`config.mk`:
```
export PLATFORM = sky130hd
export DESIGN_NAME = acpi_s5_sleep_type_scanner_unit
export DESIGN_NICKNAME = d
export VERILOG_FILES = /design/src/rtl/s5scan_pkg.sv /design/src/rtl/s5scan_fifo.sv /design/src/rtl/s5scan_front.sv /design/src/rtl/s5scan_back.sv /design/src/rtl/acpi_s5_sleep_type_scanner_unit.sv
export SDC_FILE = /design/constraint.sdc
export NUM_CORES = 2
export LEC_CHECK = 0
export ABC_CLOCK_PERIOD_IN_PS = 13000
export BUFFER_PORTS_ARGS = -buffer_cell sky130_fd_sc_hd__buf_4
export CORE_MARGIN = 2
export CORE_UTILIZATION = 58
export DETAILED_ROUTE_END_ITERATION = 10
export GPL_TIMING_DRIVEN = 0
export HOLD_SLACK_MARGIN = 0.15
export PLACE_DENSITY = 0.76
export SYNTH_ARGS = -nofsm -noshare
export SYNTH_HDL_FRONTEND = slang
export SYNTH_SLANG_ARGS = --single-unit
```
`constraint.sdc`:
```
create_clock -name clk -period 13 [get_ports clk]
set_input_delay 0 -clock clk [delete_from_list [all_inputs] [get_ports clk]]
set_output_delay 0 -clock clk [all_outputs]
set_load 0.005 [all_outputs]
```
`src/rtl/s5scan_pkg.sv`:
```
// Shared types and AML constants for the S5 sleep type scanner.
`default_nettype none
package s5scan_pkg;

  typedef struct packed {
    logic [7:0] data_byte;
    logic       last;
  } in_t;

  typedef struct packed {
    logic       found;
    logic [2:0] sleep_type_a;
    logic [2:0] sleep_type_b;
  } out_t;

  localparam logic [7:0] NAME_OP    = 8'h08;
  localparam logic [7:0] PACKAGE_OP = 8'h12;
  localparam logic [7:0] INT_ZERO   = 8'h00;
  localparam logic [7:0] INT_ONE    = 8'h01;
  localparam logic [7:0] INT_BYTE   = 8'h0A;
  localparam logic [7:0] INT_WORD   = 8'h0B;
  localparam logic [7:0] INT_DWORD  = 8'h0C;
  localparam logic [7:0] MAX_SLP    = 8'h07;
  localparam logic [7:0] MIN_COUNT  = 8'h02;

  localparam logic [7:0] NAME_C0 = 8'h5F;
  localparam logic [7:0] NAME_C1 = 8'h53;
  localparam logic [7:0] NAME_C2 = 8'h35;
  localparam logic [7:0] NAME_C3 = 8'h5F;

  localparam int NAME_SPAN = 5;

endpackage
`default_nettype wire

```
`src/rtl/s5scan_fifo.sv`:
```
// Two-entry request queue between the front and back parts.
`default_nettype none
module s5scan_fifo #(
  parameter int WIDTH = 8
) (
  input  wire logic             clk,
  input  wire logic             rst,
  input  wire logic             wr,
  input  wire logic [WIDTH-1:0] wdata,
  output logic                  full,
  input  wire logic             rd,
  output logic [WIDTH-1:0]      rdata,
  output logic                  empty
);
  logic [WIDTH-1:0] mem [2];
  logic             wr_ptr;
  logic             rd_ptr;
  logic [1:0]       count;

  assign full  = count == 2'd2;
  assign empty = count == 2'd0;
  assign rdata = mem[rd_ptr];

  always_ff @(posedge clk) begin
    if (rst) begin
      wr_ptr <= 1'b0;
      rd_ptr <= 1'b0;
      count  <= 2'd0;
    end else begin
      if (wr) begin
        wr_ptr <= ~wr_ptr;
      end
      if (rd) begin
        rd_ptr <= ~rd_ptr;
      end
      if (wr && !rd) begin
        count <= count + 2'd1;
      end else if (rd && !wr) begin
        count <= count - 2'd1;
      end
    end
  end

  always_ff @(posedge clk) begin
    if (wr) begin
      mem[wr_ptr] <= wdata;
    end
  end

  a_no_overflow: assert property (@(posedge clk) disable iff (rst) wr |-> !full)
    else $error("request queue overflow");
  a_no_underflow: assert property (@(posedge clk) disable iff (rst) rd |-> !empty)
    else $error("request queue underflow");

endmodule
`default_nettype wire

```
`src/rtl/s5scan_front.sv`:
```
// Front part: byte window, name match and end-of-table sweep.
`default_nettype none
module s5scan_front #(
  parameter int W = 32,
  localparam int CW = $clog2(W + 1),
  localparam int RW = $clog2(W),
  localparam int EW = 1 + RW + (W - 5) * 8
) (
  input  wire logic               clk,
  input  wire logic               rst,
  input  wire logic               push,
  input  wire s5scan_pkg::in_t    req,
  output logic                    full,
  output logic                    q_wr,
  output logic [EW-1:0]           q_data,
  input  wire logic               q_full
);
  import s5scan_pkg::*;

  logic [7:0]    win     [W];
  logic [7:0]    win_new [W];
  logic [7:0]    src     [W];
  logic [CW-1:0] cnt;
  logic [CW-1:0] lim;
  logic          flushing;
  logic          accept;
  logic          acc_full;
  logic          q_end;
  logic [RW-1:0] q_rem;
  logic [(W-5)*8-1:0] q_bytes;

  function automatic logic name_hit(input logic [7:0] t0, input logic [7:0] t1,
                                    input logic [7:0] t2, input logic [7:0] t3,
                                    input logic [7:0] t4);
    name_hit = t0 == NAME_OP && t1 == NAME_C0 && t2 == NAME_C1 &&
               t3 == NAME_C2 && t4 == NAME_C3;
  endfunction

  assign full     = flushing | q_full;
  assign accept   = push && !full;
  assign acc_full = cnt >= CW'(W - 1);

  always_comb begin
    for (int k = 0; k < W - 1; k++) begin
      if (cnt == CW'(W)) begin
        win_new[k] = win[k+1];
      end else if (cnt == CW'(k)) begin
        win_new[k] = req.data_byte;
      end else begin
        win_new[k] = win[k];
      end
    end
    if (cnt == CW'(W) || cnt == CW'(W - 1)) begin
      win_new[W-1] = req.data_byte;
    end else begin
      win_new[W-1] = win[W-1];
    end
  end

  always_comb begin
    for (int k = 0; k < W; k++) begin
      src[k] = flushing ? win[k] : win_new[k];
    end
    for (int k = 5; k < W; k++) begin
      q_bytes[(k-5)*8 +: 8] = src[k];
    end
    q_wr  = 1'b0;
    q_end = 1'b0;
    q_rem = RW'(W - 5);
    if (accept) begin
      q_wr = acc_full && name_hit(win_new[0], win_new[1], win_new[2], win_new[3],
                                  win_new[4]);
    end else if (flushing && !q_full) begin
      if (lim >= CW'(NAME_SPAN)) begin
        q_wr  = name_hit(win[0], win[1], win[2], win[3], win[4]);
        q_rem = RW'(lim - CW'(NAME_SPAN));
      end else begin
        q_wr  = 1'b1;
        q_end = 1'b1;
      end
    end
    q_data = {q_end, q_rem, q_bytes};
  end

  always_ff @(posedge clk) begin
    if (rst) begin
      cnt      <= '0;
      lim      <= '0;
      flushing <= 1'b0;
    end else if (accept) begin
      if (req.last) begin
        flushing <= 1'b1;
        lim      <= acc_full ? CW'(W - 1) : cnt + CW'(1);
      end else begin
        cnt <= acc_full ? CW'(W) : cnt + CW'(1);
      end
    end else if (flushing && !q_full) begin
      if (lim >= CW'(NAME_SPAN)) begin
        lim <= lim - CW'(1);
      end else begin
        flushing <= 1'b0;
        cnt      <= '0;
      end
    end
  end

  always_ff @(posedge clk) begin
    if (accept) begin
      if (req.last && acc_full) begin
        for (int k = 0; k < W - 1; k++) begin
          win[k] <= win_new[k+1];
        end
        win[W-1] <= win_new[W-1];
      end else begin
        for (int k = 0; k < W; k++) begin
          win[k] <= win_new[k];
        end
      end
    end else if (flushing && !q_full) begin
      for (int k = 0; k < W - 1; k++) begin
        win[k] <= win[k+1];
      end
    end
  end

  a_flush_blocks_input: assert property (@(posedge clk) disable iff (rst)
    flushing |-> full)
    else $error("input taken during sweep");

endmodule
`default_nettype wire

```
`src/rtl/s5scan_back.sv`:
```
// Back part: sequential package parser and result register.
`default_nettype none
module s5scan_back #(
  parameter int W = 32,
  parameter int LIMIT = 8,
  localparam int RW = $clog2(W),
  localparam int EW = 1 + RW + (W - 5) * 8
) (
  input  wire logic            clk,
  input  wire logic            rst,
  input  wire logic            q_empty,
  input  wire logic [EW-1:0]   q_rdata,
  output logic                 q_rd,
  output s5scan_pkg::out_t     res,
  output logic                 empty,
  input  wire logic            pop
);
  import s5scan_pkg::*;

  localparam int SW = $clog2(LIMIT + 1);
  localparam int NB = W - 5;

  typedef enum logic [2:0] {
    ST_IDLE, ST_LEN, ST_SKIP, ST_SCAN, ST_COUNT, ST_INT, ST_PAY
  } state_t;

  state_t        state;
  logic [7:0]    sr [NB];
  logic [RW-1:0] rem;
  logic [2:0]    skip_n;
  logic [SW-1:0] scan_n;
  logic          phase2;
  logic [2:0]    va;
  logic [2:0]    pay_val;
  logic          pay_ok;
  logic          pay_first;
  logic          hit;
  logic [2:0]    ha;
  logic [2:0]    hb;
  logic          out_valid;
  out_t          out_reg;

  logic          q_end;
  logic [RW-1:0] q_rem;
  logic [7:0]    cur;
  logic [1:0]    extra;
  logic [2:0]    nb;
  logic          ok_now;
  logic [2:0]    vbits;
  state_t        len_next;

  assign q_end = q_rdata[EW-1];
  assign q_rem = q_rdata[EW-2 -: RW];
  assign cur   = sr[0];
  assign extra = cur[7:6];
  assign res   = out_reg;
  assign empty = !out_valid;
  assign q_rd  = state == ST_IDLE && !q_empty && (!q_end || !out_valid);

  always_comb begin
    case (cur)
      INT_BYTE: nb = 3'd1;
      INT_WORD: nb = 3'd2;
      default:  nb = 3'd4;
    endcase
    ok_now   = pay_ok && (pay_first ? cur <= MAX_SLP : cur == 8'h00);
    vbits    = pay_first ? cur[2:0] : pay_val;
    len_next = phase2 ? ST_COUNT : ST_SCAN;
  end

  always_ff @(posedge clk) begin
    if (rst) begin
      state     <= ST_IDLE;
      hit       <= 1'b0;
      out_valid <= 1'b0;
    end else begin
      if (pop && out_valid) begin
        out_valid <= 1'b0;
      end
      if (state != ST_IDLE) begin
        for (int k = 0; k < NB - 1; k++) begin
          sr[k] <= sr[k+1];
        end
        rem <= rem - RW'(1);
      end
      case (state)
        ST_IDLE: begin
          if (q_rd) begin
            if (q_end) begin
              out_reg.found        <= hit;
              out_reg.sleep_type_a <= hit ? ha : 3'd0;
              out_reg.sleep_type_b <= hit ? hb : 3'd0;
              out_valid            <= 1'b1;
              hit                  <= 1'b0;
            end else if (!hit) begin
              for (int k = 0; k < NB; k++) begin
                sr[k] <= q_rdata[k*8 +: 8];
              end
              rem    <= q_rem;
              phase2 <= 1'b0;
              scan_n <= '0;
              state  <= ST_LEN;
            end
          end
        end
        ST_LEN: begin
          if (rem == '0 || rem < RW'(extra) + RW'(1)) begin
            state <= ST_IDLE;
          end else if (extra == 2'd0) begin
            scan_n <= '0;
            state  <= len_next;
          end else begin
            skip_n <= {1'b0, extra};
            state  <= ST_SKIP;
          end
        end
        ST_SKIP: begin
          skip_n <= skip_n - 3'd1;
          if (skip_n == 3'd1) begin
            scan_n <= '0;
            state  <= len_next;
          end
        end
        ST_SCAN: begin
          if (scan_n == SW'(LIMIT) || rem == '0) begin
            state <= ST_IDLE;
          end else if (cur == PACKAGE_OP) begin
            phase2 <= 1'b1;
            state  <= ST_LEN;
          end else begin
            scan_n <= scan_n + SW'(1);
          end
        end
        ST_COUNT: begin
          if (rem == '0 || cur < MIN_COUNT) begin
            state <= ST_IDLE;
          end else begin
            phase2 <= 1'b0;
            state  <= ST_INT;
          end
        end
        ST_INT: begin
          if (rem == '0) begin
            state <= ST_IDLE;
          end else if (cur == INT_ZERO || cur == INT_ONE) begin
            if (!phase2) begin
              va     <= cur[2:0];
              phase2 <= 1'b1;
            end else begin
              hit   <= 1'b1;
              ha    <= va;
              hb    <= cur[2:0];
              state <= ST_IDLE;
            end
          end else if (cur == INT_BYTE || cur == INT_WORD || cur == INT_DWORD) begin
            if (rem < RW'(nb) + RW'(1)) begin
              state <= ST_IDLE;
            end else begin
              skip_n    <= nb;
              pay_ok    <= 1'b1;
              pay_first <= 1'b1;
              state     <= ST_PAY;
            end
          end else begin
            state <= ST_IDLE;
          end
        end
        ST_PAY: begin
          pay_val   <= vbits;
          pay_ok    <= ok_now;
          pay_first <= 1'b0;
          skip_n    <= skip_n - 3'd1;
          if (skip_n == 3'd1) begin
            if (!ok_now) begin
              state <= ST_IDLE;
            end else if (!phase2) begin
              va     <= vbits;
              phase2 <= 1'b1;
              state  <= ST_INT;
            end else begin
              hit   <= 1'b1;
              ha    <= va;
              hb    <= vbits;
              state <= ST_IDLE;
            end
          end
        end
        default: state <= ST_IDLE;
      endcase
    end
  end

endmodule
`default_nettype wire

```
`src/rtl/acpi_s5_sleep_type_scanner_unit.sv`:
```
// Top level: S5 sleep type scanner over a streamed table.
// Throughput: one byte per cycle while full is low (full is raised during the end sweep and
// while the queue is full); a request is queued when an NameOp + _S5_ match reaches the window head.
// End of table: after the final byte the window is swept, one position per cycle unless
// the queue is full, then the result is registered when the parser takes the end marker.
// Reset: synchronous rst clears control, queue and the result valid flag; window bytes stay as they are.
`default_nettype none
module acpi_s5_sleep_type_scanner_unit #(
  parameter int WINDOW_BYTES = 32,
  parameter int PACKAGE_SCAN_LIMIT = 8
) (
  input  wire logic             clk,
  input  wire logic             rst,
  input  wire logic             push,
  output logic                  full,
  input  wire s5scan_pkg::in_t  req,
  output logic                  empty,
  input  wire logic             pop,
  output s5scan_pkg::out_t      res
);
  import s5scan_pkg::*;

  localparam int RW = $clog2(WINDOW_BYTES);
  localparam int EW = 1 + RW + (WINDOW_BYTES - 5) * 8;

  logic          q_wr;
  logic [EW-1:0] q_wdata;
  logic          q_full;
  logic          q_rd;
  logic [EW-1:0] q_rdata;
  logic          q_empty;

  s5scan_front #(.W(WINDOW_BYTES)) u_front (
    .clk    (clk),
    .rst    (rst),
    .push   (push),
    .req    (req),
    .full   (full),
    .q_wr   (q_wr),
    .q_data (q_wdata),
    .q_full (q_full)
  );

  s5scan_fifo #(.WIDTH(EW)) u_fifo (
    .clk   (clk),
    .rst   (rst),
    .wr    (q_wr),
    .wdata (q_wdata),
    .full  (q_full),
    .rd    (q_rd),
    .rdata (q_rdata),
    .empty (q_empty)
  );

  s5scan_back #(.W(WINDOW_BYTES), .LIMIT(PACKAGE_SCAN_LIMIT)) u_back (
    .clk     (clk),
    .rst     (rst),
    .q_empty (q_empty),
    .q_rdata (q_rdata),
    .q_rd    (q_rd),
    .res     (res),
    .empty   (empty),
    .pop     (pop)
  );

  a_miss_is_zero: assert property (@(posedge clk) disable iff (rst)
    (!empty && !res.found) |-> (res.sleep_type_a == 3'd0 && res.sleep_type_b == 3'd0))
    else $error("nonzero sleep type without a hit");

endmodule
`default_nettype wire
```
**Word level (Yosys, flattened, before mapping)**

Memories as Yosys holds them, arrays and structs flattened. A register that Yosys moved wholly into a read port is not among the register bits.
Cells that the tools add are included.

- Bits in registers: 56
- Bits in latches: 0
- RAM bits: 916
- ROM bits: 0
- Input bits: 13
- Logic and storage cells: 599
- Memories kept: 3

Memory list:

| memory | depth | width | rd ports | clocked after Yosys merged registers in | write ports | RTL line | source |
|---|---|---|---|---|---|---|---|
| u_fifo.mem | 2 | 222 | 1 | 1 | 1 | s5scan_fifo.sv:15 | `logic [WIDTH-1:0] mem [2];` |
| u_front.win | 32 | 8 | 32 | 0 | 32 | s5scan_front.sv:20 | `logic [7:0] win [W];` |
| u_back.sr | 27 | 8 | 27 | 0 | 27 | s5scan_back.sv:28 | `logic [7:0] sr [NB];` |

- Add/sub/neg operators: 10
- $mul: 0
- Divide/modulo/power cells: 0
- Order comparisons: 6
- Eq/ne operators: 84
- Shift operators: 0
- Mux-type cells: 318
- Bitwise logic cells: 93
- Reductions and logical operators: 63

Operators with widths:

| kind | number |
|---|---|
| two-way mux 8 bit | 179 |
| two-way mux 3 bit | 42 |
| equality test 6 x 5 -> 1 bit (second input constant) | 16 |
| OR 1 bit | 90 |
| two-way mux 6 bit | 10 |
| two-way mux 1 bit | 58 |
| equality test 6 x 4 -> 1 bit (second input constant) | 8 |
| equality test 8 x 7 -> 1 bit (second input constant) | 6 |
| equality test 8 x 4 -> 1 bit (second input constant) | 5 |
| two-way mux 5 bit | 8 |
| two-way mux 4 bit | 8 |
| inequality test 2 bit (second input constant) | 16 |
| equality test 6 x 3 -> 1 bit (second input constant) | 4 |
| one-hot mux 3 bit (2 select lines) | 4 |
| AND reduction 8 bit | 3 |
| one-hot mux 3 bit (7 select lines) | 1 |
| inequality test 2 x 1 -> 1 bit (second input constant) | 10 |
| logical AND 1 bit | 18 |
| equality test 8 x 6 -> 1 bit (second input constant) | 2 |
| one-hot mux 4 bit (4 select lines) | 1 |
| AND reduction 7 bit | 2 |
| equality test 6 x 2 -> 1 bit (second input constant) | 2 |
| AND reduction 12 bit | 1 |
| AND reduction 6 bit | 2 |
| other kinds (48) | 78 |

**Logic depth before layout (Yosys ltp)**

- Word-level depth: 14
- Gate-level depth with buffers: 16
- Mapped depth without buffers: 13

**By module**

From an unflattened synthesis, not the netlist that was laid out.

- Cell total of the unflattened synthesis: 3983
- Area, all modules: 50121.8 um^2

By module, submodules not included:

| module | instances | cells an instance | area an instance (um^2) | sequential area each (um^2) |
|---|---|---|---|---|
| s5scan_front | 1 | 2584 | 21700.8 | 7947.6 |
| s5scan_fifo | 1 | 713 | 17016.3 | 13432.9 |
| s5scan_back | 1 | 686 | 11404.7 | 7607.3 |

**Worst setup path before layout**

No wires, ideal clock.

- Path kind: flip-flop to flip-flop
- From: reg u_front.cnt[0]
- To: mem u_fifo.mem[1][0] (netlist bit) (enable)
- Library setup time: 832 ps
- Arrival: 12079 ps
- Setup slack: 89 ps
- Cell stages (with the launch flop): 11
- Buffers on the path: 1
- Clock period less this slack: 12911 ps
- Cell sequence: dfxtp_1 inv_1 ha_1 or4b_1 buf_2 nor3_2 a31oi_1 or4b_4 nor4_4 a31oi_1 nor2b_1

- Longest elaborated chain between the ends: 12
- Elaborated cells between the ends (all ways): 30
- Classes of those cells: order compare: 1; eq/ne: 10; mux: 13; reduce/logical: 6

RTL lines:

| what | RTL line | source |
|---|---|---|
| start: declaration | s5scan_front.sv:23 | `logic [CW-1:0] cnt;` |
| start signal: assignment | s5scan_front.sv:95 | `cnt <= acc_full ? CW'(W) : cnt + CW'(1);` |
| equality test 6 x 1 -> 1 bit or zero test 6 bit (tied branches) | s5scan_front.sv:47 | `end else if (cnt == CW'(k)) begin` |
| two-way mux 8 bit | s5scan_front.sv:47 |  |
| two-way mux 8 bit | s5scan_front.sv:45 | `if (cnt == CW'(W)) begin` |
| equality test 8 x 7 -> 1 bit or equality test 8 x 4 -> 1 bit (tied branches) | s5scan_front.sv:35 | `name_hit = t0 == NAME_OP && t1 == NAME_C0 && t2 == NAME_C1 &&` |
| logical AND 1 bit (3 in a row) | s5scan_front.sv:35 |  |
| logical AND 1 bit | s5scan_front.sv:36 | `t3 == NAME_C2 && t4 == NAME_C3;` |
| logical AND 1 bit (*) | s5scan_front.sv:71 | `q_wr = acc_full && name_hit(win_new[0], win_new[1], win_new[2], win_new[3],` |
| two-way mux 1 bit (*) | s5scan_front.sv:70 | `if (accept) begin` |
| two-way mux 1 bit (*) | s5scan_fifo.sv:45 | `if (wr) begin` |
| two-way mux 1 bit (implied by the code) (*) | s5scan_fifo.sv:46 | `mem[wr_ptr] <= wdata;` |
| end: declaration | s5scan_fifo.sv:15 |  |

Mark *: on every way between the ends. The rest lies on a longest branch, timed or not.

**Final worst setup path**

- From: reg u_front.cnt[0]
- To: mem u_fifo.mem[1][196] (netlist bit) (enable)

Same word-level chain as after synthesis.

==> results.json <==
{
  "status": "complete, but fails checks",
  "violations": "capacitance limit, slew limit",
  "wirelength_mm": 149.5,
  "vias": 36740,
  "fin_crit_sh": 0.4663,
  "rsz0062_at_grt": "false",
  "grt_pass1_wl_mm": 219.7,
  "drv_cap": 1,
  "ant_nets": 0,
  "ys_types": 72,
  "path_delay_family": "simple AND/OR/NAND/NOR gates",
  "worst_ep_arrival_time_ns": 6.43,
  "yosys_warnings": 0,
  "tightest_slew_ns": 1.542,
  "ctsLongestPathBuffers": 3,
  "hold_viol": 0,
  "cts_sinks": 973,
  "drive_above_1_share": 0.1098,
  "hold_buffers": 13,
  "core_um2": 82110,
  "post-route-drc-count": 0,
  "path_cells": "inv_1, ha_1, or4b_1, buf_2, nor2_2, buf_2, o211ai_1, nor4_1, a31oi_1, nor2b_4, buf_16, buf_16, buf_12, buf_12",
  "antenna_found_initial": 8,
  "maxSlewViolCount": 11,
  "syn_nets": 4248,
  "clock_latency_ns": 0.70,
  "grt_max_degree": 67,
  "root_buffer": "clkbuf_16",
  "grt_usage": 0.3435,
  "gr-total-overflow": 0,
  "avgSynthCellArea_um2": 11.43,
  "synthFlopType": "edfxtp_1",
  "cts-resized-gates": 0,
  "relSlewSlack": -0.02787,
  "cp_slowest_stage_delay_ns": 0.85,
  "wl_per_cell_um": 27.03,
  "cp_max_fo": 28,
  "die_y_um": 292.1,
  "layout_setup_ws_ns": 6.939,
  "place_hpwl_mm": 104.0,
  "critPathBufInv": 7,
  "drt_iter0_markers": 6276,
  "cp-start-kind": "flip-flop",
  "clkTransAtPathRegs_ns": 0.07,
  "finalCriticalPeriod_ns": 6.061,
  "fin_util": 0.6523,
  "io_pins": 22,
  "slowest_stage": "nor4_1",
  "initial_core_util": 0.5864,
  "async_flop_share": 0,
  "critPathRequiredTime_ns": 13.37,
  "row_count": 105,
  "num-nets-final": 4411,
  "vias_per_cell": 6.645,
  "place.gp.congestion": 0.9923,
  "cts_setup_buffers": 0,
  "die_area_um2": 85340,
  "syn_to_final_growth_pct": 11.24,
  "power_density_nw_per_um2": 226.3,
  "dieWidth_um": 292.1,
  "cts_max_level": 3,
  "hold_class": "in2reg",
  "finalClockSkew_ns": 0.02792,
  "yosysSeqAreaShare": 0.6020,
  "timing.hold.ws_ns": 0.2596,
  "first_pass_iters": 9,
  "synth_seq_cells": 973,
  "fmax_mhz": 165.0,
  "end_kind": "flip-flop",
  "syn_inst": 4214,
  "syn-cell-area_um2": 48150,
  "critical_path_class": "reg2reg",
  "port-buffer-count": 21,
  "dpl_worst_slack_ns": 7.163,
  "ir_drop_mv": 0.1342,
  "finalSetupViolations": 0,
  "fillCellCount": 6225,
  "cts_tree": "built",
  "grt_pass1_vias": 34310,
  "synth_edf_count": 950,
  "cts_buffers": 101,
  "p_leak_uw": 0.01780,
  "power_uw": 12120
}
==> per-layer routing <==
layer,vias up,GRT usage,part of all wire
li1,15950,-,-
met1,17650,0.4868,0.39
met2,2678,0.4984,0.43
met3,460,0.09316,0.13
met4,6,0.1509,0.049
met5,-,0,0.00030
==> worst min-delay path, stage by stage <==
cell	delay, ns
dlygate4sd3_1	0.53
buf_4	0.18
a21oi_1	0.14
nor3_1	0.06
==> cells by family (layout without fill, tap and decap cells) <==
kind of cell | count (synthesis) | in the layout | share of synthesized area
adders and majority gates | 21 | 21 | 0.005457
DFF | 973 | 973 | 0.6020
buffers and inverters | 343 | 584 | 0.02895
and+or+nand+nor | 1295 | 1295 | 0.1128
other | 0 | 4 | 0
muxes | 642 | 642 | 0.1392
xor gates and xnor gates | 13 | 13 | 0.002365
AOI/OAI and AO/OA | 927 | 927 | 0.1093
==> final cells by class <==
| class | count | area, µm² | area share |
|---|---|---|---|
| clock buffers | 120 | 2599 | 0.04852 |
| plain buffers | 317 | 1294 | 0.02415 |
| well taps | 1070 | 1339 | 0.02500 |
| clock inverters | 61 | 558.0 | 0.01042 |
| diodes | 4 | 10.01 | 0.0001869 |
| multi-input cells | 2898 | 17810 | 0.3324 |
| flip-flops and latches | 973 | 28990 | 0.5412 |
| repair buffers | 60 | 868.3 | 0.01621 |
| inverters | 26 | 100.1 | 0.001869 |
==> stage by stage <==
step / cells / TNS (ns) / instance area, µm²
3_5_place_dp: 5331 / 0 / 50260
6_report: 5529 / 0 / 53560
3_3_place_gp: 5305 / -4102.38 / 49650
2_1_floorplan: 4214 / 0 / 48150
4_1_cts: 5525 / 0 / 53550
5_1_grt: 5525 / 0 / 53550
==> where the power goes <==
| group | internal, µW | switching, µW | leakage, µW | total, µW |
|---|---|---|---|---|
| combinational | 1360 | 2620 | 0.00729 | 3980 |
| sequential | 4770 | 548 | 0.00899 | 5310 |
| clock | 1580 | 1230 | 0.00152 | 2820 |
==> synthesized netlist by cell type (4+ instances only) <==
library cell / number / area, µm²
buf_2: 62 / 310.3
a211oi_1: 21 / 157.7
o31ai_1: 5 / 37.54
mux2i_1: 422 / 4224
inv_1: 25 / 93.84
o21ai_0: 166 / 830.8
o211ai_1: 6 / 45.04
nor2b_1: 9 / 56.30
nor2_1: 469 / 1760
and3_1: 11 / 68.82
clkbuf_1: 239 / 897.1
nor3b_2: 4 / 50.05
nand2_1: 620 / 2327
or3b_1: 4 / 35.03
mux2_1: 14 / 157.7
edfxtp_1: 950 / 28530
ha_1: 21 / 262.8
nor3b_1: 5 / 37.54
xor2_1: 5 / 43.79
nor3_1: 45 / 225.2
nor4_1: 8 / 50.05
nand2b_1: 9 / 56.30
nand4_1: 5 / 31.28
o21ai_1: 149 / 745.7
a31oi_1: 163 / 1020
o22ai_1: 28 / 175.2
nand3_1: 46 / 230.2
a2111oi_0: 4 / 35.03
a221o_1: 16 / 160.2
a21oi_1: 300 / 1501
buf_1: 12 / 45.04
mux2_2: 206 / 2320
xnor2_1: 8 / 70.07
a31o_2: 10 / 87.58
nor4bb_1: 7 / 70.07
and2_1: 18 / 112.6
a22oi_1: 42 / 315.3
dfxtp_1: 23 / 460.4
nor2_2: 4 / 25.02
and4b_1: 4 / 40.04
==> state kept, by name, summed over array words and instances, names as in the netlist, 2 cells and up, named ones only <==
name and count:
u_back.state 3, u_front.win 256, u_back.ha 3, u_fifo.mem 444, u_back.res 7, u_back.va 3, u_front.lim 6, u_back.hb 3
u_back.rem 5, u_back.sr 216, u_fifo.count 2, u_back.pay_val 3, u_front.cnt 6, u_back.scan_n 4, u_back.skip_n 3
==> final timing paths <==
check	from	to	slack (ns)	cells past startpoint
hold / removal	req[0]	u_front.flushing	0.26	4
setup reg to reg	u_front.cnt[0]	u_fifo.mem[1][196]	6.94	14
hold reg to reg	u_back.va[1]	u_back.ha[1]	0.42	0
setup / recovery	u_front.cnt[0]	u_fifo.mem[1][196]	6.94	14
==> cells in the final DEF, fill, tap and decap left out, drive strengths merged, types with 48 or more instances in the layout <==
cell type  count
clkbuf       359
nand2        620
mux2         220
nor2         473
a31oi        163
buf          125
nor3          48
a21oi        300
o21ai        315
edfxtp       950
mux2i        422
(Power assumes the default switching activity.)
